## src/hw/rtl/sbcp_pkg.sv

```systemverilog
package sbcp_pkg;

    localparam int IN_DATA_W  = 104;
    localparam int OUT_DATA_W = 40;
    localparam int CFG_IDX_W  = 3;
    localparam int CFG_DATA_W = 32;

    typedef enum logic [CFG_IDX_W-1:0] {
        CFG_UPRIGHT_KP    = 3'd0,
        CFG_UPRIGHT_KD    = 3'd1,
        CFG_SPEED_KP      = 3'd2,
        CFG_SPEED_KI      = 3'd3,
        CFG_STEER_KP      = 3'd4,
        CFG_STEER_KD      = 3'd5,
        CFG_BALANCE_OFS   = 3'd6,
        CFG_DRIVE_LIMIT   = 3'd7
    } cfg_idx_t;

    // input item, last field in the lowest bits
    typedef struct packed {
        logic               tipped_over;
        logic               btn_right;
        logic               btn_left;
        logic               btn_backward;
        logic               btn_forward;
        logic [11:0]        range_cm;
        logic signed [15:0] rate_z;
        logic signed [15:0] rate_x;
        logic signed [16:0] roll_angle;
        logic signed [15:0] wheel_speed_right;
        logic signed [15:0] wheel_speed_left;
    } in_item_t;

    localparam logic signed [31:0] UPRIGHT_KP_RST = -32'sd11796480;
    localparam logic signed [31:0] UPRIGHT_KD_RST = -32'sd58982;
    localparam logic signed [31:0] SPEED_KP_RST   = -32'sd52429;
    localparam logic signed [31:0] SPEED_KI_RST   = -32'sd262;
    localparam logic signed [31:0] STEER_KP_RST   = 32'sd655360;
    localparam logic signed [31:0] STEER_KD_RST   = 32'sd39322;
    localparam logic signed [16:0] BALANCE_OFS_RST = 17'sd0;
    localparam logic [15:0]        DRIVE_LIMIT_RST = 16'd7000;

    // 0.3 and 0.7 in Q16.16
    localparam logic signed [31:0] FILTER_NEW_WEIGHT = 32'sd19661;
    localparam logic signed [31:0] FILTER_OLD_WEIGHT = 32'sd45875;

    localparam logic [11:0]        NEAR_RANGE_CM = 12'd30;
    localparam logic signed [6:0]  SPEED_TGT_MAX = 7'sd10;
    localparam logic signed [9:0]  TURN_TGT_MAX  = 10'sd100;
    localparam logic signed [9:0]  TURN_STEP     = 10'sd30;
    localparam logic signed [18:0] INTEGRAL_MAX  = 19'sd20000;
    localparam logic signed [47:0] VEL_OUT_MAX   = 48'sd8388607;

endpackage

```

## src/hw/rtl/self_balance_cascade_pid_unit.sv

```systemverilog
// Cascaded balance controller: one input item per control tick gives one item with the
// left and right motor drives. A speed PI loop (0.3/0.7 low-pass on the wheel speed error,
// integral clamped to +/-20000 and cleared on tip-over) sets the target angle of an upright
// PD loop; a steering PD loop is subtracted from / added to the upright output, and both
// drives saturate to +/-drive_limit. All products go through one registered 32x18 signed
// multiplier and one 64-bit accumulator under a step sequencer; an item passes through states
// ST_M0 to ST_T6 before its result is loaded into the output register, and only then is the
// next item taken, while the result may still wait on m_tready. A result that is still
// waiting when the next one is ready holds the sequencer.
module self_balance_cascade_pid_unit
    import sbcp_pkg::*;
(
    input  logic                  aclk,
    input  logic                  aresetn,
    input  logic                  s_tvalid,
    output logic                  s_tready,
    // wheel_speed_left, wheel_speed_right, roll_angle, rate_x, rate_z, range_cm,
    // btn_forward, btn_backward, btn_left, btn_right, tipped_over, zero pad
    input  logic [IN_DATA_W-1:0]  s_tdata,
    output logic                  m_tvalid,
    input  logic                  m_tready,
    // drive_left, drive_right, zero pad
    output logic [OUT_DATA_W-1:0] m_tdata,
    input  logic                  cfg_wr_en,
    input  logic [CFG_IDX_W-1:0]  cfg_index,
    input  logic [CFG_DATA_W-1:0] cfg_wdata
);

    typedef enum logic [3:0] {
        ST_IDLE, ST_M0, ST_M1, ST_M2, ST_D0, ST_I0, ST_M3, ST_M4,
        ST_D1, ST_T0, ST_T1, ST_T2, ST_T3, ST_T4, ST_T5, ST_T6
    } state_t;

    state_t state_reg;

    logic signed [31:0] upright_kp_reg, upright_kd_reg, speed_kp_reg, speed_ki_reg;
    logic signed [31:0] steer_kp_reg, steer_kd_reg;
    logic signed [16:0] balance_ofs_reg;
    logic [15:0]        drive_limit_reg;

    logic signed [4:0]  speed_tgt_reg, speed_tgt_next;
    logic signed [7:0]  turn_tgt_reg, turn_tgt_next;
    logic signed [17:0] filt_err_reg;
    logic signed [15:0] err_int_reg, err_int_next;

    logic signed [17:0] err_reg, err_next;
    logic signed [16:0] roll_reg;
    logic signed [15:0] rate_x_reg, rate_z_reg;
    logic               tipped_reg, turn_held_reg;

    logic signed [49:0] prod_reg;
    logic signed [63:0] acc_reg;
    logic signed [23:0] vel_reg;
    logic signed [33:0] diff_reg;
    logic signed [31:0] turn_reg;
    logic signed [39:0] vert_reg;
    logic signed [16:0] drive_l_reg, drive_r_reg;
    logic               m_valid_reg;

    in_item_t           item;
    logic               s_fire;

    assign item     = in_item_t'(s_tdata[$bits(in_item_t)-1:0]);
    assign s_tready = (state_reg == ST_IDLE);
    assign s_fire   = s_tvalid && s_tready;
    assign m_tvalid = m_valid_reg;
    assign m_tdata  = {{(OUT_DATA_W-34){1'b0}}, drive_r_reg, drive_l_reg};

    // button handling for the targets of this tick
    logic signed [6:0] st_sum;
    logic signed [9:0] tt_sum;
    always_comb begin
        st_sum = (item.btn_forward || item.btn_backward) ? 7'(speed_tgt_reg) : 7'sd0;
        if (item.btn_forward) begin
            st_sum = st_sum + ((item.range_cm < NEAR_RANGE_CM) ? 7'sd1 : -7'sd1);
        end
        if (item.btn_backward) begin
            st_sum = st_sum + 7'sd1;
        end
        if (st_sum > SPEED_TGT_MAX) begin
            st_sum = SPEED_TGT_MAX;
        end else if (st_sum < -SPEED_TGT_MAX) begin
            st_sum = -SPEED_TGT_MAX;
        end
        speed_tgt_next = st_sum[4:0];

        tt_sum = (item.btn_left || item.btn_right) ? 10'(turn_tgt_reg) : 10'sd0;
        if (item.btn_left) begin
            tt_sum = tt_sum + TURN_STEP;
        end
        if (item.btn_right) begin
            tt_sum = tt_sum - TURN_STEP;
        end
        if (tt_sum > TURN_TGT_MAX) begin
            tt_sum = TURN_TGT_MAX;
        end else if (tt_sum < -TURN_TGT_MAX) begin
            tt_sum = -TURN_TGT_MAX;
        end
        turn_tgt_next = tt_sum[7:0];

        err_next = 18'(item.wheel_speed_left) + 18'(item.wheel_speed_right)
                 - 18'(speed_tgt_next);
    end

    // shared multiplier operands and accumulator shift
    logic signed [31:0] mul_a;
    logic signed [17:0] mul_b;
    logic [4:0]         acc_sh;
    always_comb begin
        mul_a  = '0;
        mul_b  = '0;
        acc_sh = 5'd0;
        case (state_reg)
            ST_M0: begin mul_a = FILTER_NEW_WEIGHT; mul_b = err_reg; end
            ST_M1: begin mul_a = FILTER_OLD_WEIGHT; mul_b = filt_err_reg; end
            ST_I0: begin mul_a = speed_kp_reg; mul_b = filt_err_reg; end
            ST_M3: begin mul_a = speed_ki_reg; mul_b = 18'(err_int_reg); end
            ST_D1: begin mul_a = steer_kp_reg; mul_b = 18'(turn_tgt_reg); end
            ST_T0: begin
                mul_a = turn_held_reg ? 32'sd0 : steer_kd_reg;
                mul_b = 18'(rate_z_reg);
            end
            ST_T1: begin mul_a = upright_kp_reg; mul_b = $signed({1'b0, diff_reg[16:0]}); end
            ST_T2: begin mul_a = upright_kp_reg; mul_b = 18'($signed(diff_reg[33:17])); end
            ST_T3: begin mul_a = upright_kd_reg; mul_b = 18'(rate_x_reg); acc_sh = 5'd17; end
            ST_T4: acc_sh = 5'd8;
            default: ;
        endcase
    end

    logic signed [63:0] prod_ext, acc_add;
    assign prod_ext = 64'(prod_reg);
    assign acc_add  = acc_reg + (prod_ext <<< acc_sh);

    // truncation toward zero of acc / 2^16 and acc / 2^24
    logic signed [47:0] acc_q16;
    logic signed [39:0] acc_q24;
    assign acc_q16 = acc_reg[63:16] + {47'd0, acc_reg[63] && (|acc_reg[15:0])};
    assign acc_q24 = acc_reg[63:24] + {39'd0, acc_reg[63] && (|acc_reg[23:0])};

    logic signed [23:0] vel_next;
    always_comb begin
        if (acc_q16 > VEL_OUT_MAX) begin
            vel_next = VEL_OUT_MAX[23:0];
        end else if (acc_q16 < -VEL_OUT_MAX) begin
            vel_next = 24'(-VEL_OUT_MAX);
        end else begin
            vel_next = acc_q16[23:0];
        end
    end

    logic signed [18:0] int_sum;
    always_comb begin
        int_sum = 19'(err_int_reg) + 19'(filt_err_reg);
        if (int_sum > INTEGRAL_MAX) begin
            int_sum = INTEGRAL_MAX;
        end else if (int_sum < -INTEGRAL_MAX) begin
            int_sum = -INTEGRAL_MAX;
        end
        err_int_next = tipped_reg ? 16'sd0 : int_sum[15:0];
    end

    logic signed [33:0] diff_next;
    assign diff_next = 34'(roll_reg) - 34'($signed({vel_reg, 8'd0})) - 34'(balance_ofs_reg);

    logic signed [40:0] lim, sum_l, sum_r;
    logic signed [16:0] drive_l_next, drive_r_next;
    assign lim   = $signed({25'd0, drive_limit_reg});
    assign sum_l = 41'(vert_reg) - 41'(turn_reg);
    assign sum_r = 41'(vert_reg) + 41'(turn_reg);
    always_comb begin
        if (sum_l > lim) begin
            drive_l_next = lim[16:0];
        end else if (sum_l < -lim) begin
            drive_l_next = 17'(-lim);
        end else begin
            drive_l_next = sum_l[16:0];
        end
        if (sum_r > lim) begin
            drive_r_next = lim[16:0];
        end else if (sum_r < -lim) begin
            drive_r_next = 17'(-lim);
        end else begin
            drive_r_next = sum_r[16:0];
        end
    end

    // configuration registers
    always_ff @(posedge aclk) begin
        if (!aresetn) begin
            upright_kp_reg  <= UPRIGHT_KP_RST;
            upright_kd_reg  <= UPRIGHT_KD_RST;
            speed_kp_reg    <= SPEED_KP_RST;
            speed_ki_reg    <= SPEED_KI_RST;
            steer_kp_reg    <= STEER_KP_RST;
            steer_kd_reg    <= STEER_KD_RST;
            balance_ofs_reg <= BALANCE_OFS_RST;
            drive_limit_reg <= DRIVE_LIMIT_RST;
        end else if (cfg_wr_en) begin
            case (cfg_idx_t'(cfg_index))
                CFG_UPRIGHT_KP:  upright_kp_reg  <= $signed(cfg_wdata);
                CFG_UPRIGHT_KD:  upright_kd_reg  <= $signed(cfg_wdata);
                CFG_SPEED_KP:    speed_kp_reg    <= $signed(cfg_wdata);
                CFG_SPEED_KI:    speed_ki_reg    <= $signed(cfg_wdata);
                CFG_STEER_KP:    steer_kp_reg    <= $signed(cfg_wdata);
                CFG_STEER_KD:    steer_kd_reg    <= $signed(cfg_wdata);
                CFG_BALANCE_OFS: balance_ofs_reg <= $signed(cfg_wdata[16:0]);
                CFG_DRIVE_LIMIT: drive_limit_reg <= cfg_wdata[15:0];
                default: ;
            endcase
        end
    end

    // sequencer, datapath and output register
    always_ff @(posedge aclk) begin
        prod_reg <= mul_a * mul_b;
        if (!aresetn) begin
            state_reg     <= ST_IDLE;
            m_valid_reg   <= 1'b0;
            speed_tgt_reg <= '0;
            turn_tgt_reg  <= '0;
            filt_err_reg  <= '0;
            err_int_reg   <= '0;
        end else begin
            if (m_valid_reg && m_tready && state_reg != ST_T6) begin
                m_valid_reg <= 1'b0;
            end
            case (state_reg)
                ST_IDLE: begin
                    if (s_fire) begin
                        speed_tgt_reg <= speed_tgt_next;
                        turn_tgt_reg  <= turn_tgt_next;
                        err_reg       <= err_next;
                        roll_reg      <= item.roll_angle;
                        rate_x_reg    <= item.rate_x;
                        rate_z_reg    <= item.rate_z;
                        tipped_reg    <= item.tipped_over;
                        turn_held_reg <= item.btn_left || item.btn_right;
                        state_reg     <= ST_M0;
                    end
                end
                ST_M0: state_reg <= ST_M1;
                ST_M1: begin
                    acc_reg   <= prod_ext;
                    state_reg <= ST_M2;
                end
                ST_M2: begin
                    acc_reg   <= acc_add;
                    state_reg <= ST_D0;
                end
                ST_D0: begin
                    filt_err_reg <= acc_q16[17:0];
                    state_reg    <= ST_I0;
                end
                ST_I0: begin
                    err_int_reg <= err_int_next;
                    state_reg   <= ST_M3;
                end
                ST_M3: begin
                    acc_reg   <= prod_ext;
                    state_reg <= ST_M4;
                end
                ST_M4: begin
                    acc_reg   <= acc_add;
                    state_reg <= ST_D1;
                end
                ST_D1: begin
                    vel_reg   <= vel_next;
                    state_reg <= ST_T0;
                end
                ST_T0: begin
                    acc_reg   <= prod_ext;
                    diff_reg  <= diff_next;
                    state_reg <= ST_T1;
                end
                ST_T1: begin
                    acc_reg   <= acc_add;
                    state_reg <= ST_T2;
                end
                ST_T2: begin
                    // steering sum done; start the upright sum on the low angle half
                    turn_reg  <= acc_q16[31:0];
                    acc_reg   <= prod_ext;
                    state_reg <= ST_T3;
                end
                ST_T3: begin
                    acc_reg   <= acc_add;
                    state_reg <= ST_T4;
                end
                ST_T4: begin
                    acc_reg   <= acc_add;
                    state_reg <= ST_T5;
                end
                ST_T5: begin
                    vert_reg  <= acc_q24;
                    state_reg <= ST_T6;
                end
                ST_T6: begin
                    if (!m_valid_reg || m_tready) begin
                        drive_l_reg <= drive_l_next;
                        drive_r_reg <= drive_r_next;
                        m_valid_reg <= 1'b1;
                        state_reg   <= ST_IDLE;
                    end
                end
                default: state_reg <= ST_IDLE;
            endcase
        end
    end

endmodule

```

## config.mk

```make
export PLATFORM = sky130hd
export DESIGN_NAME = self_balance_cascade_pid_unit
export DESIGN_NICKNAME = d
export VERILOG_FILES = /design/src/hw/rtl/sbcp_pkg.sv /design/src/hw/rtl/self_balance_cascade_pid_unit.sv
export SDC_FILE = /design/constraint.sdc
export NUM_CORES = 2
export LEC_CHECK = 0
export ABC_AREA = 1
export BUFFER_PORTS_ARGS = -buffer_cell sky130_fd_sc_hd__buf_2
export CELL_PAD_IN_SITES_DETAIL_PLACEMENT = 0
export CELL_PAD_IN_SITES_GLOBAL_PLACEMENT = 1
export CORE_MARGIN = 2
export CORE_UTILIZATION = 48
export DETAILED_ROUTE_END_ITERATION = 10
export MAX_ROUTING_LAYER = met4
export PLACE_DENSITY = 0.93
export SYNTH_ARGS = -nofsm -noshare
export SYNTH_HDL_FRONTEND = slang
export SYNTH_SLANG_ARGS = --single-unit
export TNS_END_PERCENT = 1
```

## constraint.sdc

```tcl
create_clock -name aclk -period 9.85 [get_ports aclk]
set_clock_uncertainty 0.15 [all_clocks]
set_input_delay 0.4925 -clock aclk [delete_from_list [all_inputs] [get_ports aclk]]
set_output_delay 0.4925 -clock aclk [all_outputs]
set_load 0.01 [all_outputs]
```

# --- Word-level counts from Yosys, hierarchy flattened ---
# Cells that the tools add are included.
totals:
  reg_bits: 624
  out_inout_bits: 42
  in_bits: 144
op_classes:
  magnitude_cmp: 13
  eq_ne: 25
  reduce_logical: 36
  n_mux: 30
  add_sub_neg: 15
  n_mul: 1
  shift: 1
op_table:
  columns: ["operator", "count"]
  rows:
  - ["$pmux W32 S8", 1]
  - ["$pmux W18 S8", 1]
  - ["$pmux W64 S2", 1]
  - ["$gt A41 B17 Y1", 2]
  - ["$lt A41 B41 Y1", 2]
  - ["$mux W16", 5]
  - ["$add A64 B64 Y64", 1]
  - ["$pmux W4 S16", 1]
  - ["$sshl A50 B5 Y64", 1]
  - ["$mul A32 B18 Y50", 1]
  - ["$add A48 B1 Y48", 1]
  - ["$gt A48 B24 Y1 const B", 1]
  - ["$lt A48 B24 Y1 const B", 1]
  - ["$add A40 B32 Y41", 1]
  - ["$neg A16 Y41", 1]
  - ["$sub A40 B32 Y41", 1]
  - ["$add A40 B1 Y40", 1]
  - ["$mux W17", 2]
  - ["$sub A33 B17 Y34", 1]
  - ["$sub A17 B32 Y33", 1]
  - ["$eq A4 B4 Y1 const B", 8]
  - ["$mux W32", 1]
  - ["$mux W10", 3]
  - ["$reduce_and A2 Y1", 15]
  - ["42 further kinds", 67]

# --- Depth between registers and ports, before layout ---
logic_depth:
  depth_word: 10
  depth_mapped: 36

# --- Worst setup path before layout ---
# No wires, ideal clock.
synth_path:
  path_kind: "flip-flop to flip-flop"
  from: "reg state_reg[3]"
  to: "reg prod_reg[49]"
  t_required_ns: 9.628
  slack_ns: 2.577
  setup_time_ns: 0.072
  path_buffers: 2
  arrival_ns: 7.051
  path_stages_with_launch: 37
  path_cell_list: "dfxtp_1 -> inv_2 -> nor2_1 -> inv_2 -> nor2_2 -> inv_1 -> nor2_1 -> inv_2 -> clkbuf_1 -> o22ai_1 -> nor3_1 -> buf_2 -> nor2_1 -> inv_1 -> fa_1 -> inv_1 -> fa_1 -> inv_1 -> fa_1 -> fa_1 -> inv_1 -> fa_1 -> inv_1 -> fa_1 -> inv_1 -> ha_1 -> nand2_1 -> nor2_1 -> inv_1 -> nor2_1 -> inv_1 -> nor2_1 -> nand3_1 -> nand3_1 -> nand3_1 -> nand2_1 -> xor2_1"
synth_via:
  elab_chain_len: 4
  word_cells_on_any_way: 14
synth_lines:
  columns: ["item", "line_no", "rtl"]
  rows:
  - ["from (decl)", "self_balance_cascade_pid_unit.sv:34", "state_t state_reg;"]
  - ["from (signal assigned)", "self_balance_cascade_pid_unit.sv:218", "state_reg <= ST_IDLE;"]
  - ["from (signal assigned)", "self_balance_cascade_pid_unit.sv:239", "state_reg <= ST_M0;"]
  - ["from (signal assigned)", "self_balance_cascade_pid_unit.sv:242", "ST_M0: state_reg <= ST_M1;"]
  - ["$eq A4 B4 Y1 (tied with other cells)", "self_balance_cascade_pid_unit.sv:113", "case (state_reg)"]
  - ["$reduce_or A2 Y1 (no line)", null, null]
  - ["$pmux W32 S8 or $pmux W18 S8 (tied branches)", "self_balance_cascade_pid_unit.sv:113", null]
  - ["$mul A32 B18 Y50 (*)", "self_balance_cascade_pid_unit.sv:216", "prod_reg <= mul_a * mul_b;"]
  - ["to (signal assigned)", "self_balance_cascade_pid_unit.sv:216", null]
  - ["to (decl)", "self_balance_cascade_pid_unit.sv:51", "logic signed [49:0] prod_reg;"]
# Mark *: on every way between the ends. The rest lies on a longest branch, timed or not.
# A chain may end at the register's enable or synchronous reset.

# --- Worst setup path after layout ---
# Ends and elaborated chain as after synthesis.

==> flow_summary.ini <==
[status]
status = complete, no violations

[detailed_routing]
wire_per_inst_microns = 20.90
wl_microns = 231500
drt_iter0_markers = 5734
drc = 0
vias = 60980
drt-vias-per-instance = 5.505
drt_pass1_iterations = 8
ant_nets = 0

[timing]
post-route-min-period_ns = 9.108
fin_hold_ws_ns = 0.07287
hold_violations = 0
worst_pin_slew_ns = 1.150
grt_setup_unrepaired = no
setup_viol = 0
post-route-period-util_pct = 92.47
fin_tns_setup_ns = 0
max_freq_mhz = 109.8
drv_slew = 0
relSlewSlack_pct = 23.33

[clock_tree]
h-tree-depth = 3
cts_tree = done
cts_buffers = 73
clk_latency_ns = 0.72
cts.sinks = 624
cts-root-buf = clkbuf_16
clk_path_buf_depth = 3
clk_pin_slew_ns = 0.06
cts_setup_buffers = 0
cts_resized = 0

[place]
hpwl_microns = 188200
place.gp.congestion = 1.034
port_buffers = 172

[flow_run]
max_cap_violations = 0

[grt]
grt.total_usage_pct = 33.64
overflow = 0
grt_first_pass_wirelength_microns = 354000
antenna_found_initial = 7
grt_max_degree = 185
grt_pass1_vias = 59860

[critical_path]
worstPathMaxFanout = 37
setup.worst_path.start = state_reg[3]$_SDFFE_PN0P_
critPathRequiredTime_ns = 10.26
critPathArrivalTime_ns = 9.52
critical_path.most_common_cell = inv_1
r2r_start = state_reg[3]$_SDFFE_PN0P_
worst_path_max_delay_cell = nor2_1
criticalPathCategory = register to register
crit_path_end_kind = register
cp_slowest_stage_delay_ns = 0.77
startpoint_type = register

[floorplan]
io_pins = 186
die_w_microns = 376.3
start_util_pct = 48.39
dieArea_sq_um = 141600
core_area_sq_um = 137500
core.rowCount = 136
fp.dieH_microns = 376.3

[power_and_ir_drop]
finalPower_mw = 9.726
vdd_drop_max_v = 0.0001310
leakage_nw = 36.04
power.density_nw_per_um2 = 133.4

[worst_hold_path]
worstHoldStart = m_tready
hold_class = primary input to register

[yosys]
syn_area_sq_um = 66530
seq_area_frac_synth_pct = 23.25
synth-seq-cells = 624
ys_types = 70
syn-mean-instance-area_sq_um = 7.370
yosysWarnings = 0
async_flop_share_pct = 0
synth-edff-count = 297
syn_inst = 9027
synth-main-ff-cell = dfxtp_1

[layout]
final_nets = 10420
nFillCells = 13370
utilization_pct = 53.03
largest_reg_flops = 64
syn2layout_area_growth_pct = 9.590
drive_above_1_share_pct = 6.491
worst max-delay path: cells and delay by family (launching register included):
kind	cells	cell delay, ns
buf+inv	10	1.51
xor+xnor	1	0.14
simple gates	8	2.28
flops	1	0.38
fa+ha+maj	7	3.28
compound gates	5	1.23
report_power, final:
| group | switching, mW | total [mW] | leakage (nW) | internal [mW] |
|---|---|---|---|---|
| logic | 2.39 | 3.60 | 29.4 | 1.21 |
| clock network | 1.24 | 2.97 | 1.29 | 1.74 |
| registers | 0.206 | 3.15 | 5.38 | 2.95 |
per-layer routing:
metal	up-vias	global-route usage [%]	part of all wire, %
met5	-	-	0
met3	423	4.486	7.8
met1	29250	44.48	42
met4	0	14.72	5.0
met2	2502	51.73	45
li1	28800	-	-
cell type report:
type	count	area (sq um)	share of cell area, %
Tap cell	1794	2245	3.079
Timing Repair Buffer	391	2739	3.757
Sequential cell	624	15460	21.21
Clock buffer	97	2090	2.866
Clock inverter	39	533.0	0.7311
Inverter	1894	7109	9.751
Antenna cell	8	20.02	0.02746
Multi-Input combinational cell	6230	42710	58.58
synth_stat cells (all sizes together), types with 2 or more instances:
| cell | number | area (sq um) |
|---|---|---|
| o221ai | 10 | 87.58 |
| a211oi | 22 | 165.2 |
| o31ai | 3 | 22.52 |
| o211ai | 116 | 870.8 |
| nand3 | 347 | 1779 |
| o2111a | 3 | 33.78 |
| ha | 463 | 5793 |
| a2111oi | 2 | 17.52 |
| and2 | 7 | 43.79 |
| fa | 599 | 11990 |
| o22ai | 103 | 644.4 |
| nor3b | 2 | 20.02 |
| and3 | 4 | 25.02 |
| a22o | 13 | 113.9 |
| nand4 | 88 | 556.8 |
| clkbuf | 142 | 534.3 |
| o2111ai | 5 | 43.79 |
| nand2 | 2112 | 7991 |
| nor3 | 88 | 470.5 |
| or2 | 27 | 168.9 |
| a22oi | 3 | 22.52 |
| clkinv | 18 | 67.56 |
| nor4 | 47 | 312.8 |
| o21bai | 29 | 217.7 |
| xor2 | 181 | 1604 |
| edfxtp | 297 | 8919 |
| a221oi | 4 | 35.03 |
| nor2 | 762 | 2960 |
| a21o | 25 | 187.7 |
| a21boi | 13 | 101.4 |
| buf | 142 | 842.1 |
| xnor2 | 79 | 706.9 |
| a31oi | 54 | 337.8 |
| inv | 1876 | 7042 |
| o21a | 16 | 120.1 |
| nand3b | 23 | 172.7 |
| o311a | 5 | 50.05 |
| o21ai | 430 | 2152 |
| dfxtp | 327 | 6546 |
| a21oi | 535 | 2715 |
final timing paths:
kind                                        to  slack (ns)  cells after the start
hold reg to reg   turn_tgt_reg[0]$_SDFFE_PN0P_        0.29                      2
setup reg to reg          prod_reg[49]$_DFF_P_        0.74                     31
setup / recovery          prod_reg[49]$_DFF_P_        0.74                     31
hold / removal       state_reg[1]$_SDFFE_PN0P_        0.07                      4
kinds of logic after synthesis:
logic type | share of synthesized area (%)
flops | 23.25
buf+inv | 12.76
simple gates | 21.80
xor+xnor | 3.474
other cells | 0.005637
fa+ha+maj | 26.73
compound gates | 11.99
placed cells by master, fill, tap and decap left out, types with 13 or more instances in the layout:
| cell | n |
|---|---|
| nand4_1 | 87 |
| o21bai_1 | 29 |
| clkbuf_16 | 75 |
| a21oi_1 | 524 |
| a22o_1 | 13 |
| buf_2 | 171 |
| nand3_1 | 339 |
| nand3b_1 | 23 |
| dlygate4sd3_1 | 66 |
| fa_1 | 599 |
| nor2_1 | 720 |
| a21o_1 | 25 |
| dfxtp_1 | 327 |
| nor4_1 | 41 |
| ha_1 | 463 |
| inv_2 | 26 |
| xnor2_1 | 77 |
| clkbuf_8 | 13 |
| o21ai_0 | 414 |
| nor2_2 | 33 |
| nand2_1 | 2098 |
| nor3_1 | 78 |
| inv_1 | 1850 |
| buf_4 | 148 |
| a31oi_1 | 54 |
| clkinv_1 | 18 |
| a211oi_1 | 22 |
| edfxtp_1 | 297 |
| o21a_1 | 16 |
| o211ai_1 | 116 |
| xor2_1 | 180 |
| o22ai_1 | 103 |
| o21ai_1 | 16 |
| or2_2 | 26 |
stage by stage:
step	std cells	cell area, sq um	worst slack, ns
floorplan	9032	66550	2.577
global placement	10870	69600	1.023
detailed placement	10870	69600	0.9134
CTS	11070	72890	0.8748
global route	11080	72900	0.3407
finish	11080	72910	0.7418
what timing repair did:
item	4_1_cts	5_1_grt
setup endpoints to repair	0	0
hold endpoints to repair	115	0
hold buffers	66	0
Note: power is estimated with default switching activity, not from simulation.
